**config.mk**
```make
export PLATFORM = sky130hd
export DESIGN_NAME = variable_partition_allocator
export DESIGN_NICKNAME = d
export VERILOG_FILES = /design/src/hdl/vpa_pkg.sv /design/src/hdl/vpa_cmp.sv /design/src/hdl/variable_partition_allocator.sv
export SDC_FILE = /design/constraint.sdc
export NUM_CORES = 2
export LEC_CHECK = 0
export BUFFER_PORTS_ARGS = -buffer_cell sky130_fd_sc_hd__buf_2
export CORE_MARGIN = 2
export CORE_UTILIZATION = 55
export DETAILED_ROUTE_END_ITERATION = 7
export PLACE_DENSITY = 0.78
export SLEW_MARGIN = 20
export SYNTH_ARGS = -nofsm -noshare
export SYNTH_HDL_FRONTEND = slang
export SYNTH_SLANG_ARGS = --single-unit
export TNS_END_PERCENT = 100
```
**constraint.sdc**
```tcl
create_clock -name clock -period 26.7 [get_ports clock]
set_input_delay 1.335 -clock clock [delete_from_list [all_inputs] [get_ports clock]]
set_output_delay 1.335 -clock clock [all_outputs]
set_load 0.05 [all_outputs]
```
**src/hdl/vpa_pkg.sv**
```systemverilog
`timescale 1ns / 1ps
package vpa_pkg;

   localparam int MAX_GRANTS_DEF = 16;
   localparam int FREE_SLOTS_DEF = 17;
   localparam int ADDR_BITS_DEF  = 16;

   localparam logic [1:0] REG_FIT_POLICY = 2'd0;
   localparam logic [1:0] REG_POOL_SIZE  = 2'd1;
   localparam logic [1:0] REG_POOL_BASE  = 2'd2;
   localparam logic [1:0] REG_MIN_SLICE  = 2'd3;

   localparam logic [1:0] POL_FIRST = 2'd0;
   localparam logic [1:0] POL_BEST  = 2'd1;
   localparam logic [1:0] POL_WORST = 2'd2;

   localparam logic [2:0] ST_OK       = 3'd0;
   localparam logic [2:0] ST_NO_FIT   = 3'd1;
   localparam logic [2:0] ST_NOT_FND  = 3'd2;
   localparam logic [2:0] ST_ZERO     = 3'd3;
   localparam logic [2:0] ST_FULL     = 3'd4;

   localparam logic CMD_ALLOC = 1'b0;
   localparam logic CMD_FREE  = 1'b1;

   typedef enum logic [2:0] {
      S_IDLE,
      S_GSCAN,
      S_FSCAN,
      S_COMMIT,
      S_DONE
   } state_type;

   // candidate compare done by the shared unit
   typedef struct packed {
      logic start;   // start scan
      logic step;    // advance one slot
   } scan_ctl_type;

endpackage

```
**src/hdl/vpa_cmp.sv**
```systemverilog
`timescale 1ns / 1ps
// shared compare unit: judges one free slot against the current pick
module vpa_cmp #(
   parameter int ADDR_BITS = vpa_pkg::ADDR_BITS_DEF
) (
   input  logic [1:0]           policy,
   input  logic                 cand_ok,
   input  logic                 have_best,
   input  logic [15:0]          cand_len,
   input  logic [ADDR_BITS-1:0] cand_start,
   input  logic [15:0]          best_len,
   input  logic [ADDR_BITS-1:0] best_start,
   output logic                 take
);
   import vpa_pkg::*;

   logic better;

   // policy order, lowest start breaks ties
   always_comb begin
      better = cand_start < best_start;
      case (policy)
         POL_BEST: begin
            if (cand_len != best_len) better = cand_len < best_len;
         end
         POL_WORST: begin
            if (cand_len != best_len) better = cand_len > best_len;
         end
         default: better = cand_start < best_start;
      endcase
      take = cand_ok && (!have_best || better);
   end

endmodule

```
**src/hdl/variable_partition_allocator.sv**
```systemverilog
`timescale 1ns / 1ps
// an accepted request runs one grant-table scan and one free-table scan (on allocate through the
// single compare unit), then a commit, before the result is valid
// zero-size allocate leaves the grant scan at its first slot and goes straight to the result
// throughput: one item at a time; a new request is taken only once the result has been taken,
// so result stalls hold off the next request
// reset: synchronous, registers to defaults, one free region of the pool
module variable_partition_allocator #(
   parameter int MAX_GRANTS = vpa_pkg::MAX_GRANTS_DEF,
   parameter int FREE_SLOTS = vpa_pkg::FREE_SLOTS_DEF,
   parameter int ADDR_BITS  = vpa_pkg::ADDR_BITS_DEF
) (
   input  logic        clock,
   input  logic        reset,
   input  logic        req_valid,
   output logic        req_ready,
   input  logic        req_cmd,
   input  logic [15:0] req_req_size,
   input  logic [7:0]  req_owner_id,
   output logic        rsp_valid,
   input  logic        rsp_ready,
   output logic [2:0]  rsp_status,
   output logic [7:0]  rsp_granted_id,
   output logic [15:0] rsp_grant_addr,
   output logic [15:0] rsp_grant_size,
   input  logic        csr_valid,
   output logic        csr_ready,
   input  logic [1:0]  csr_index,
   input  logic [15:0] csr_data
);
   import vpa_pkg::*;

   localparam int GB = (MAX_GRANTS > 1) ? $clog2(MAX_GRANTS) : 1;
   localparam int FB = $clog2(FREE_SLOTS);
   localparam int IB = ((GB > FB) ? GB : FB) + 1;

   // configuration
   logic [1:0]  policy_ff;
   logic [15:0] psize_ff, pbase_ff, mslice_ff;
   logic        reload;

   // tables
   logic [ADDR_BITS-1:0] fstart_ff [FREE_SLOTS];
   logic [15:0]          flen_ff   [FREE_SLOTS];
   logic [FREE_SLOTS-1:0] fvalid_ff;
   logic [7:0]           uid_ff    [MAX_GRANTS];
   logic [ADDR_BITS-1:0] ustart_ff [MAX_GRANTS];
   logic [15:0]          ulen_ff   [MAX_GRANTS];
   logic [MAX_GRANTS-1:0] uvalid_ff;
   logic [7:0]           idc_ff;

   state_type state_ff, state_in;
   logic [IB-1:0] idx_ff;
   logic        cmd_ff;
   logic [15:0] size_ff;
   logic [7:0]  id_ff;

   // scan results
   logic        gfound_ff, bfound_ff, lfound_ff, rfound_ff, efound_ff;
   logic [GB-1:0] gidx_ff;
   logic [FB-1:0] bidx_ff, lidx_ff, ridx_ff, eidx_ff;
   logic [ADDR_BITS-1:0] s_ff, e_ff;
   logic [15:0] l_ff;

   logic [2:0]  st_ff;
   logic [15:0] oaddr_ff, osize_ff;
   logic [7:0]  oid_ff;

   logic [FB-1:0] fi;
   logic [GB-1:0] gi;
   logic take, cand_ok, gdone, fdone;
   logic [ADDR_BITS-1:0] fend;

   assign fi = idx_ff[FB-1:0];
   assign gi = idx_ff[GB-1:0];
   assign gdone = (idx_ff == IB'(MAX_GRANTS - 1));
   assign fdone = (idx_ff == IB'(FREE_SLOTS - 1));
   assign cand_ok = fvalid_ff[fi] && (flen_ff[fi] >= size_ff);
   assign fend = fstart_ff[fi] + ADDR_BITS'(flen_ff[fi]);

   vpa_cmp #(.ADDR_BITS(ADDR_BITS)) u_cmp (
      .policy(policy_ff), .cand_ok(cand_ok), .have_best(bfound_ff),
      .cand_len(flen_ff[fi]), .cand_start(fstart_ff[fi]),
      .best_len(flen_ff[bidx_ff]), .best_start(fstart_ff[bidx_ff]),
      .take(take));

   assign req_ready = (state_ff == S_IDLE);
   assign csr_ready = (state_ff == S_IDLE);
   assign rsp_valid = (state_ff == S_DONE);
   assign rsp_status = st_ff;
   assign rsp_granted_id = oid_ff;
   assign rsp_grant_addr = oaddr_ff;
   assign rsp_grant_size = osize_ff;
   assign reload = csr_valid && csr_ready &&
                   (csr_index == REG_POOL_SIZE || csr_index == REG_POOL_BASE);

   // next state
   always_comb begin
      state_in = state_ff;
      case (state_ff)
         S_IDLE:   if (req_valid) state_in = S_GSCAN;
         S_GSCAN: begin
            if (cmd_ff == CMD_ALLOC && (size_ff == '0)) state_in = S_DONE;
            else if (gdone) state_in = S_FSCAN;
         end
         S_FSCAN: begin
            if (fdone) state_in = S_COMMIT;
         end
         S_COMMIT: state_in = S_DONE;
         S_DONE:   if (rsp_ready) state_in = S_IDLE;
         default:  state_in = S_IDLE;
      endcase
   end

   // sequencer and datapath
   always_ff @(posedge clock) begin
      if (reset) begin
         state_ff  <= S_IDLE;
         policy_ff <= POL_FIRST;
         psize_ff  <= 16'd1024;
         pbase_ff  <= '0;
         mslice_ff <= 16'd10;
         idc_ff    <= '0;
         uvalid_ff <= '0;
         fvalid_ff <= FREE_SLOTS'(1);
         fstart_ff[0] <= '0;
         flen_ff[0] <= 16'd1024;
         idx_ff <= '0;
      end else begin
         state_ff <= state_in;
         if (csr_valid && csr_ready) begin
            case (csr_index)
               REG_FIT_POLICY: policy_ff <= csr_data[1:0];
               REG_POOL_SIZE:  psize_ff  <= csr_data;
               REG_POOL_BASE:  pbase_ff  <= csr_data;
               default:        mslice_ff <= csr_data;
            endcase
         end
         if (reload) begin
            uvalid_ff <= '0;
            fvalid_ff <= FREE_SLOTS'(1);
            fstart_ff[0] <= (csr_index == REG_POOL_BASE) ?
                            ADDR_BITS'(csr_data) : ADDR_BITS'(pbase_ff);
            flen_ff[0] <= (csr_index == REG_POOL_SIZE) ? csr_data : psize_ff;
         end
         case (state_ff)
            S_IDLE: begin
               cmd_ff <= req_cmd;
               size_ff <= req_req_size;
               id_ff <= req_owner_id;
               idx_ff <= '0;
               gfound_ff <= 1'b0; bfound_ff <= 1'b0; lfound_ff <= 1'b0;
               rfound_ff <= 1'b0; efound_ff <= 1'b0;
               gidx_ff <= '0; bidx_ff <= '0;
               if (req_valid) begin
                  if (req_cmd == CMD_ALLOC) begin
                     idc_ff <= idc_ff + 8'd1;
                     oid_ff <= idc_ff + 8'd1;
                  end else oid_ff <= req_owner_id;
               end
            end
            // grant table scan: empty slot or matching id
            S_GSCAN: begin
               if (!gfound_ff) begin
                  if (cmd_ff == CMD_ALLOC && !uvalid_ff[gi]) begin
                     gfound_ff <= 1'b1; gidx_ff <= gi;
                  end
                  if (cmd_ff == CMD_FREE && uvalid_ff[gi] && uid_ff[gi] == id_ff) begin
                     gfound_ff <= 1'b1; gidx_ff <= gi;
                     s_ff <= ustart_ff[gi];
                     l_ff <= ulen_ff[gi];
                     e_ff <= ustart_ff[gi] + ADDR_BITS'(ulen_ff[gi]);
                  end
               end
               idx_ff <= gdone ? '0 : idx_ff + 1'b1;
               if (cmd_ff == CMD_ALLOC && size_ff == '0) begin
                  st_ff <= ST_ZERO; oaddr_ff <= '0; osize_ff <= '0;
               end
            end
            // free table scan: pick through the shared compare on allocate, neighbours and an empty slot on free
            S_FSCAN: begin
               if (cmd_ff == CMD_ALLOC) begin
                  if (take) begin bfound_ff <= 1'b1; bidx_ff <= fi; end
               end else begin
                  if (!fvalid_ff[fi]) begin
                     if (!efound_ff) begin efound_ff <= 1'b1; eidx_ff <= fi; end
                  end else if (!lfound_ff && fend == s_ff) begin
                     lfound_ff <= 1'b1; lidx_ff <= fi;
                  end else if (!rfound_ff && fstart_ff[fi] == e_ff) begin
                     rfound_ff <= 1'b1; ridx_ff <= fi;
                  end
               end
               if (!fdone) idx_ff <= idx_ff + 1'b1;
            end
            // apply the table update
            S_COMMIT: begin
               oaddr_ff <= '0; osize_ff <= '0;
               if (cmd_ff == CMD_ALLOC) begin
                  if (!gfound_ff) st_ff <= ST_FULL;
                  else if (!bfound_ff) st_ff <= ST_NO_FIT;
                  else begin
                     st_ff <= ST_OK;
                     uvalid_ff[gidx_ff] <= 1'b1;
                     uid_ff[gidx_ff] <= oid_ff;
                     ustart_ff[gidx_ff] <= fstart_ff[bidx_ff];
                     oaddr_ff <= 16'(fstart_ff[bidx_ff]);
                     if ((flen_ff[bidx_ff] - size_ff) > mslice_ff) begin
                        fstart_ff[bidx_ff] <= fstart_ff[bidx_ff] + ADDR_BITS'(size_ff);
                        flen_ff[bidx_ff] <= flen_ff[bidx_ff] - size_ff;
                        ulen_ff[gidx_ff] <= size_ff;
                        osize_ff <= size_ff;
                     end else begin
                        fvalid_ff[bidx_ff] <= 1'b0;
                        ulen_ff[gidx_ff] <= flen_ff[bidx_ff];
                        osize_ff <= flen_ff[bidx_ff];
                     end
                  end
               end else if (!gfound_ff) st_ff <= ST_NOT_FND;
               else if (!lfound_ff && !rfound_ff && !efound_ff) st_ff <= ST_FULL;
               else begin
                  st_ff <= ST_OK;
                  uvalid_ff[gidx_ff] <= 1'b0;
                  oaddr_ff <= 16'(s_ff);
                  osize_ff <= l_ff;
                  if (lfound_ff && rfound_ff) begin
                     flen_ff[lidx_ff] <= flen_ff[lidx_ff] + l_ff + flen_ff[ridx_ff];
                     fvalid_ff[ridx_ff] <= 1'b0;
                  end else if (lfound_ff) begin
                     flen_ff[lidx_ff] <= flen_ff[lidx_ff] + l_ff;
                  end else if (rfound_ff) begin
                     fstart_ff[ridx_ff] <= s_ff;
                     flen_ff[ridx_ff] <= flen_ff[ridx_ff] + l_ff;
                  end else begin
                     fvalid_ff[eidx_ff] <= 1'b1;
                     fstart_ff[eidx_ff] <= s_ff;
                     flen_ff[eidx_ff] <= l_ff;
                  end
               end
            end
            default: ;
         endcase
      end
   end

`ifndef SYNTH
   a_busy: assert property (@(posedge clock) disable iff (reset)
      (state_ff != S_IDLE) |-> !req_ready && !csr_ready)
      else $error("ready while busy");
   a_alloc_id: assert property (@(posedge clock) disable iff (reset)
      (req_valid && req_ready && req_cmd == CMD_ALLOC) |=> idc_ff == $past(idc_ff) + 8'd1)
      else $error("id not taken");
   a_ok_size: assert property (@(posedge clock) disable iff (reset)
      (rsp_valid && rsp_status != ST_OK) |-> rsp_grant_size == '0)
      else $error("size on failure");
`endif

endmodule
```
**Yosys cells after proc, flatten, opt, wreduce, memory -nomap -nowiden**

Memory sizes are Yosys's and may differ from the RTL's. A register that Yosys moved wholly into a read port is not among the register bits.
Cells that the tools add are included.

- Register bits: 245
- Bits in latches: 0
- RAM bits: 1184
- Memory bits (read-only): 0
- Bits of input ports: 48
- Logic and storage cells: 356
- Memories kept: 5

Memories:

| memory | words | bits a word | rd ports | clocked after Yosys merged registers in | write ports | line | RTL |
|---|---|---|---|---|---|---|---|
| flen_ff | 17 | 16 | 4 | 4 | 1 | variable_partition_allocator.sv:44 | `logic [15:0] flen_ff [FREE_SLOTS];` |
| fstart_ff | 17 | 16 | 2 | 2 | 1 | variable_partition_allocator.sv:43 | `logic [ADDR_BITS-1:0] fstart_ff [FREE_SLOTS];` |
| ulen_ff | 16 | 16 | 1 | 1 | 1 | variable_partition_allocator.sv:48 | `logic [15:0] ulen_ff [MAX_GRANTS];` |
| ustart_ff | 16 | 16 | 1 | 1 | 1 | variable_partition_allocator.sv:47 | `logic [ADDR_BITS-1:0] ustart_ff [MAX_GRANTS];` |
| uid_ff | 16 | 8 | 1 | 1 | 1 | variable_partition_allocator.sv:46 | `logic [7:0] uid_ff [MAX_GRANTS];` |

- $add $sub $neg: 9
- Multipliers: 0
- Div/mod/pow operators: 0
- $lt $le $gt $ge: 15
- Equality and inequality tests: 30
- Shifts and indexed selects: 0
- Multiplexer cells: 191
- Bitwise operators: 20
- Reduce and logical (&&, ||, !) cells: 57

Operator list:

| operator | count |
|---|---|
| 16-bit two-way mux | 33 |
| 17-bit two-way mux | 12 |
| 16-bit OR reduction | 7 |
| 16-bit adder | 6 |
| 1-bit two-way mux | 88 |
| 5-bit two-way mux | 17 |
| 16-bit one-hot mux with 2 select lines | 2 |
| 4-bit two-way mux | 9 |
| 17-bit AND | 2 |
| 17-bit inverter | 2 |
| 16-bit == test | 2 |
| 16-bit greater-than comparator | 2 |
| 16-bit less-than comparator | 2 |
| 3-bit two-way mux | 10 |
| 2-bit inequality test, second input constant | 13 |
| 5-bit by 6-bit less-than comparator with 1-bit output, second input constant | 4 |
| 4-bit AND reduction | 5 |
| 6-bit one-hot mux with 3 select lines | 1 |
| 1-bit logical AND | 17 |
| 17-bit OR | 1 |
| 16-bit AND | 1 |
| 16-bit greater-or-equal comparator | 1 |
| 16-bit logical NOT | 1 |
| 16-bit inequality test | 1 |
| other kinds (42) | 83 |

**Depth between registers and ports, before layout**

- Word-level depth: 14
- Depth in mapped cells: 28
- Gate-level depth less buffers: 24

**Cells and area by module**

From an unflattened synthesis, not the netlist that was laid out.

- Cell total of the unflattened synthesis: 4454
- Area, all modules: 72092.9 um^2

By module, submodules not included:

| module | instances | cells each | area each (um^2) | sequential area each (um^2) |
|---|---|---|---|---|
| variable_partition_allocator | 1 | 4334 | 71182.0 | 42310.6 |
| vpa_cmp | 1 | 120 | 910.9 | 0.0 |

**Worst setup path after synthesis**

Ideal clock, no wire load.

- Path kind: reg-to-reg
- Start: register with a tool-made name
- End: memory flen_ff[16][0], enable pin
- Library setup time: 0.478 ns
- Arrival time: 9.771 ns
- Setup slack: 16.451 ns
- Cell stages (with the launch flop): 26
- Path buffers: 3
- Clock period less this slack: 10.249 ns
- Path through: dfxtp_1 > buf_2 > buf_2 > buf_1 > mux4_2 > mux4_2 > mux2i_1 > inv_1 > fa_1 > a21o_1 > a21o_1 > a2111oi_0 > nor2_1 > and4_1 > a2111oi_0 > a21oi_1 > xor2_1 > ha_1 > nand4_1 > or2_2 > o311a_1 > nor4_1 > or3_1 > o211a_1 > nand3_1 > a2111oi_0

RTL lines:

| what | line |
|---|---|
| to (decl) | variable_partition_allocator.sv:44 |

==> results <==
- The run finished with clean final reports.
- The deepest level of the CTS H-tree is 4.
- The die height is 365 um.
- Power spread over the standard cell area amounts to 76.2 nW/um^2.
- The clock network fraction of total power is 0.338.
- The post-route antenna net violation count is 0.
- Of the total power, combinational logic draws 0.227.
- The switching portion of total power is 0.297.
- The initial utilization of the core area, before any placement, comes to 0.554.
- For the pin with the worst max-slew slack, the measured transition is 1260 ps.
- The commonest cells after synthesis are sky130_fd_sc_hd__edfxtp_1 (1329), sky130_fd_sc_hd__mux4_2 (649), sky130_fd_sc_hd__nand2_1 (287).
- The number of cells in the design after placement is 6060.
- Summed over all nets, wire length on met2 after detailed routing comes to 100 mm.
- At the worst endpoint, the arrival time is 10540 ps.
- The initial antenna violation count is 16.
- The number of endpoints failing setup at the final stage is 0.
- The maximum frequency from static timing analysis is 0.0988 GHz.
- The pin count of the biggest net entering global routing is 131.
- The number of I/O port buffers is 93.
- Synthesis inferred 1449 register bits.
- The post-synthesis cell count is 4345.
- The first global-routing pass estimated 319 mm of wire.
- For this block, the initial DRC count from the detailed router was 6972.
- The post-route core utilization is 0.613.
- The CTS clock-pin slew for the worst setup and hold paths is 70 ps.
- The critical path endpoint is fstart_ff[6][4].
- After filler insertion, the fill cell instance count of the layout stands at 9038.
- Setup repair after global routing left no endpoint under its margin.
- The max-slew violation count was 0.
- The largest total area in the synthesized netlist belongs to sky130_fd_sc_hd__edfxtp_1.
- The boundary pin count is 94.
- The top routing layer in use is met5.
- The total power is 6.06 mW.
- The number of buffers inserted for hold repair after clock tree synthesis is 0.
- The summed negative setup slack over all endpoints is 0 ps.
- The internal power of the cells is 4.26 mW.
- For flop-to-flop paths, the worst setup slack is 16580 ps.
- The number of global-route vias before repair is 44533.
- The post-synthesis to final-layout area growth is 10.8%.
- The total routing resource utilization after global routing is 0.341.
- The layout net count is 4697.
- The final hold violation count came to 0.
- The routed design has 225 mm of wire.
- The met3 wire length is 32.2 mm.
- Post-CTS repair changed the size of 0 cells.
- The worst-skew pair later-pin latency is 810 ps.
- The relative max-transition margin is 0.152.
- The die outline area is 133000 um^2.
- The sequential-to-total area share from yosys stat is 0.590.
- The number of cells on the worst reg-to-reg path is 27.
- The critical path class is flop to flop.
- The weighted congestion reported at the end of routability-driven placement is 1.07.
- After detailed routing, the wire length on met1 is 77.2 mm.
- Summing over every cut layer, the via total after detailed routing is 45542.
- Once detailed placement completed, the half-perimeter wirelength came to 145 mm.
- The data required time of the worst path is 27110 ps.
- TritonCTS built the clock tree.
- The maximum fanout encountered on the critical timing path is 34.
- Of the cells placed in the final design, the portion with a size suffix greater than 1 is 0.280.
- After detailed routing, the number of remaining DRC violations is 0.
- On the final layout, the worst clock skew is 40.8 ps.
- The number of buffers created by CTS is 143.
- The area of the placeable core is 129000 um^2.
- The ratio of final minimum period to clock period is 0.379.
- By area the synthesized netlist is led by sky130_fd_sc_hd__edfxtp_1 (56%), sky130_fd_sc_hd__mux4_2 (20%), sky130_fd_sc_hd__dfxtp_1 (3.4%), sky130_fd_sc_hd__ha_1 (3.1%), sky130_fd_sc_hd__nand2_1 (1.5%).
- Counting I/O delays and the setup requirement, the final critical path takes 10120 ps.
- The tree is rooted in a sky130_fd_sc_hd__clkbuf_16.
- Counting flops with a built-in enable in the synthesized netlist gives 1329.
- For this run, asynchronously set or reset flops after synthesis account for 0.
- After the flow finishes, the layout carries non-filler instances totaling 6326.
- The pre-antenna-repair detailed-routing pass consisted of 8 iterations.
- The die is 365 um wide.
- The startpoint kind of the worst setup timing path is a flop.
- The net count of the mapped netlist is 4578.
- The peak ir drop on the vdd network is 0.0000889 V.
- A synthesized cell averages 16.5 um^2.
- The residual overflow from global routing is 0.
- The clock passes through at most 3 buffers.
- After clock tree synthesis, the setup repair step added 0 buffers.
- The power share of the sequential group is 0.434.
- Across the run, the number of max-cap violations was 0.
- The main flop type after synthesis is sky130_fd_sc_hd__edfxtp_1.
- The most repeated cell in the gate-level netlist after synthesis is sky130_fd_sc_hd__edfxtp_1.
- The count of distinct cell types in the synthesized netlist is 85.
- The count of clock tree sinks is 1449.
- The placement row count is 132.
- The path class of the tightest hold or removal check is flop to flop.
- The reported net switching power is 1.80 mW.
- The final routed wire length divided by cell count is 35.6 um.
- In the routed layout, each cell is associated on average with a via count of 7.20.
- The reg-to-reg endpoint is fstart_ff[6][4].
- The reported leakage power is 26.4 nW.
- The endpoint type of the worst setup path is a flop.
- For this run, the number of Yosys warnings is 0.
- The mapped netlist covers 71700 um^2.
- The share of the synthesized area in the top cell type is 0.557.
==> flip-flops by register name (all words and copies together), names as in the netlist, 17 cells and up, named ones only <==
name and cells:
flen_ff 272, fstart_ff 272, fvalid_ff 17, uid_ff 128, ulen_ff 256, ustart_ff 256
==> cells in the final DEF, fill, tap and decap left out, types with 19 or more instances in the layout <==
master,instances
sky130_fd_sc_hd__nand4_1,32
sky130_fd_sc_hd__clkinv_1,19
sky130_fd_sc_hd__nor2b_1,26
sky130_fd_sc_hd__clkbuf_1,35
sky130_fd_sc_hd__and3_1,21
sky130_fd_sc_hd__nand2_1,287
sky130_fd_sc_hd__mux2_2,67
sky130_fd_sc_hd__nor2_4,19
sky130_fd_sc_hd__buf_4,124
sky130_fd_sc_hd__clkbuf_16,144
sky130_fd_sc_hd__nor2_2,40
sky130_fd_sc_hd__a221oi_1,23
sky130_fd_sc_hd__ha_1,178
sky130_fd_sc_hd__edfxtp_1,1329
sky130_fd_sc_hd__inv_1,112
sky130_fd_sc_hd__a22oi_1,19
sky130_fd_sc_hd__xor2_1,55
sky130_fd_sc_hd__nor3_1,29
sky130_fd_sc_hd__mux4_2,649
sky130_fd_sc_hd__dfxtp_1,107
sky130_fd_sc_hd__buf_2,93
sky130_fd_sc_hd__xnor2_1,82
sky130_fd_sc_hd__nand3_1,43
sky130_fd_sc_hd__mux4_1,20
sky130_fd_sc_hd__mux2i_1,90
sky130_fd_sc_hd__a21oi_1,190
sky130_fd_sc_hd__o21ai_0,135
sky130_fd_sc_hd__nor2_1,147
sky130_fd_sc_hd__nand2b_1,22
sky130_fd_sc_hd__a21o_1,48
==> final cells by class <==
class	instances	area (um^2)	area share
Antenna cell	8	20.0	0.000252
Tap cell	1742	2180	0.0274
Sequential cell	1449	42300	0.533
Clock buffer	181	3760	0.0474
Clock inverter	76	943	0.0119
Multi-Input combinational cell	2535	28300	0.356
Inverter	114	428	0.00539
Timing Repair Buffer	221	1480	0.0187
==> power groups by stage <==
stage / logic [mW] / registers, mW / clock network, mW
after global routing: 1.45 / 2.63 / 2.14
final: 1.38 / 2.63 / 2.05
after global placement: 1.29 / 2.67 / 0
after CTS: 1.33 / 2.63 / 2.06
after floorplan: 0.943 / 2.63 / 0
after detailed placement: 1.32 / 2.67 / 0
==> logic make-up after synthesis <==
logic type,Yosys count,share of synthesized area
compound gates,618,0.0547
mux,827,0.234
xor+xnor,137,0.0167
buf+inv,361,0.0214
flops,1449,0.590
simple gates,768,0.0496
fa+ha+maj,185,0.0330
==> worst max-delay path: stages, from the launching register on <==
cell,delay (ps)
sky130_fd_sc_hd__dfxtp_4,810
sky130_fd_sc_hd__buf_4,720
sky130_fd_sc_hd__mux4_2,590
sky130_fd_sc_hd__mux4_2,480
sky130_fd_sc_hd__mux2i_1,370
sky130_fd_sc_hd__ha_1,250
sky130_fd_sc_hd__inv_1,70
sky130_fd_sc_hd__fa_1,440
sky130_fd_sc_hd__a21o_1,180
sky130_fd_sc_hd__a21o_1,210
sky130_fd_sc_hd__a2111oi_0,460
sky130_fd_sc_hd__nor2_1,150
sky130_fd_sc_hd__and4_1,220
sky130_fd_sc_hd__a2111oi_0,470
sky130_fd_sc_hd__buf_4,210
sky130_fd_sc_hd__a21oi_1,70
sky130_fd_sc_hd__xor2_1,170
sky130_fd_sc_hd__ha_1,320
sky130_fd_sc_hd__nand4_1,110
sky130_fd_sc_hd__or2_2,340
sky130_fd_sc_hd__nor3_1,470
sky130_fd_sc_hd__nor4_2,100
sky130_fd_sc_hd__buf_4,260
sky130_fd_sc_hd__a222oi_1,440
sky130_fd_sc_hd__buf_4,220
sky130_fd_sc_hd__nor2b_1,170
sky130_fd_sc_hd__o21ai_0,350
sky130_fd_sc_hd__nor2_2,990
==> worst min path at each step <==
stage,end,slack (ps),cells after the start,start
floorplan,pbase_ff[0],440,2,pbase_ff[0]
global placement,pbase_ff[2],440,2,pbase_ff[2]
detailed placement,pbase_ff[0],450,2,pbase_ff[0]
CTS,pbase_ff[0],460,2,pbase_ff[0]
global route,pbase_ff[0],480,2,pbase_ff[0]
finish,pbase_ff[6],460,2,pbase_ff[6]
==> stage by stage <==
| stage | instance area [um^2] | worst slack, ps | hold WS [ps] |
|---|---|---|---|
| after floorplan | 71700 | 16450 | 436 |
| after global placement | 74600 | 16810 | 441 |
| after detailed placement | 74600 | 16690 | 448 |
| after CTS | 79300 | 16570 | 456 |
| after global routing | 79400 | 15930 | 476 |
| final | 79400 | 16580 | 458 |
==> metal layers <==
| layer | vias up | GRT usage |
|---|---|---|
| met3 | 744 | 0.116 |
| met5 | - | 0 |
| li1 | 18007 | - |
| met1 | 23046 | 0.445 |
| met2 | 3735 | 0.505 |
| met4 | 10 | 0.191 |
Note: power is estimated with default switching activity, not from simulation.
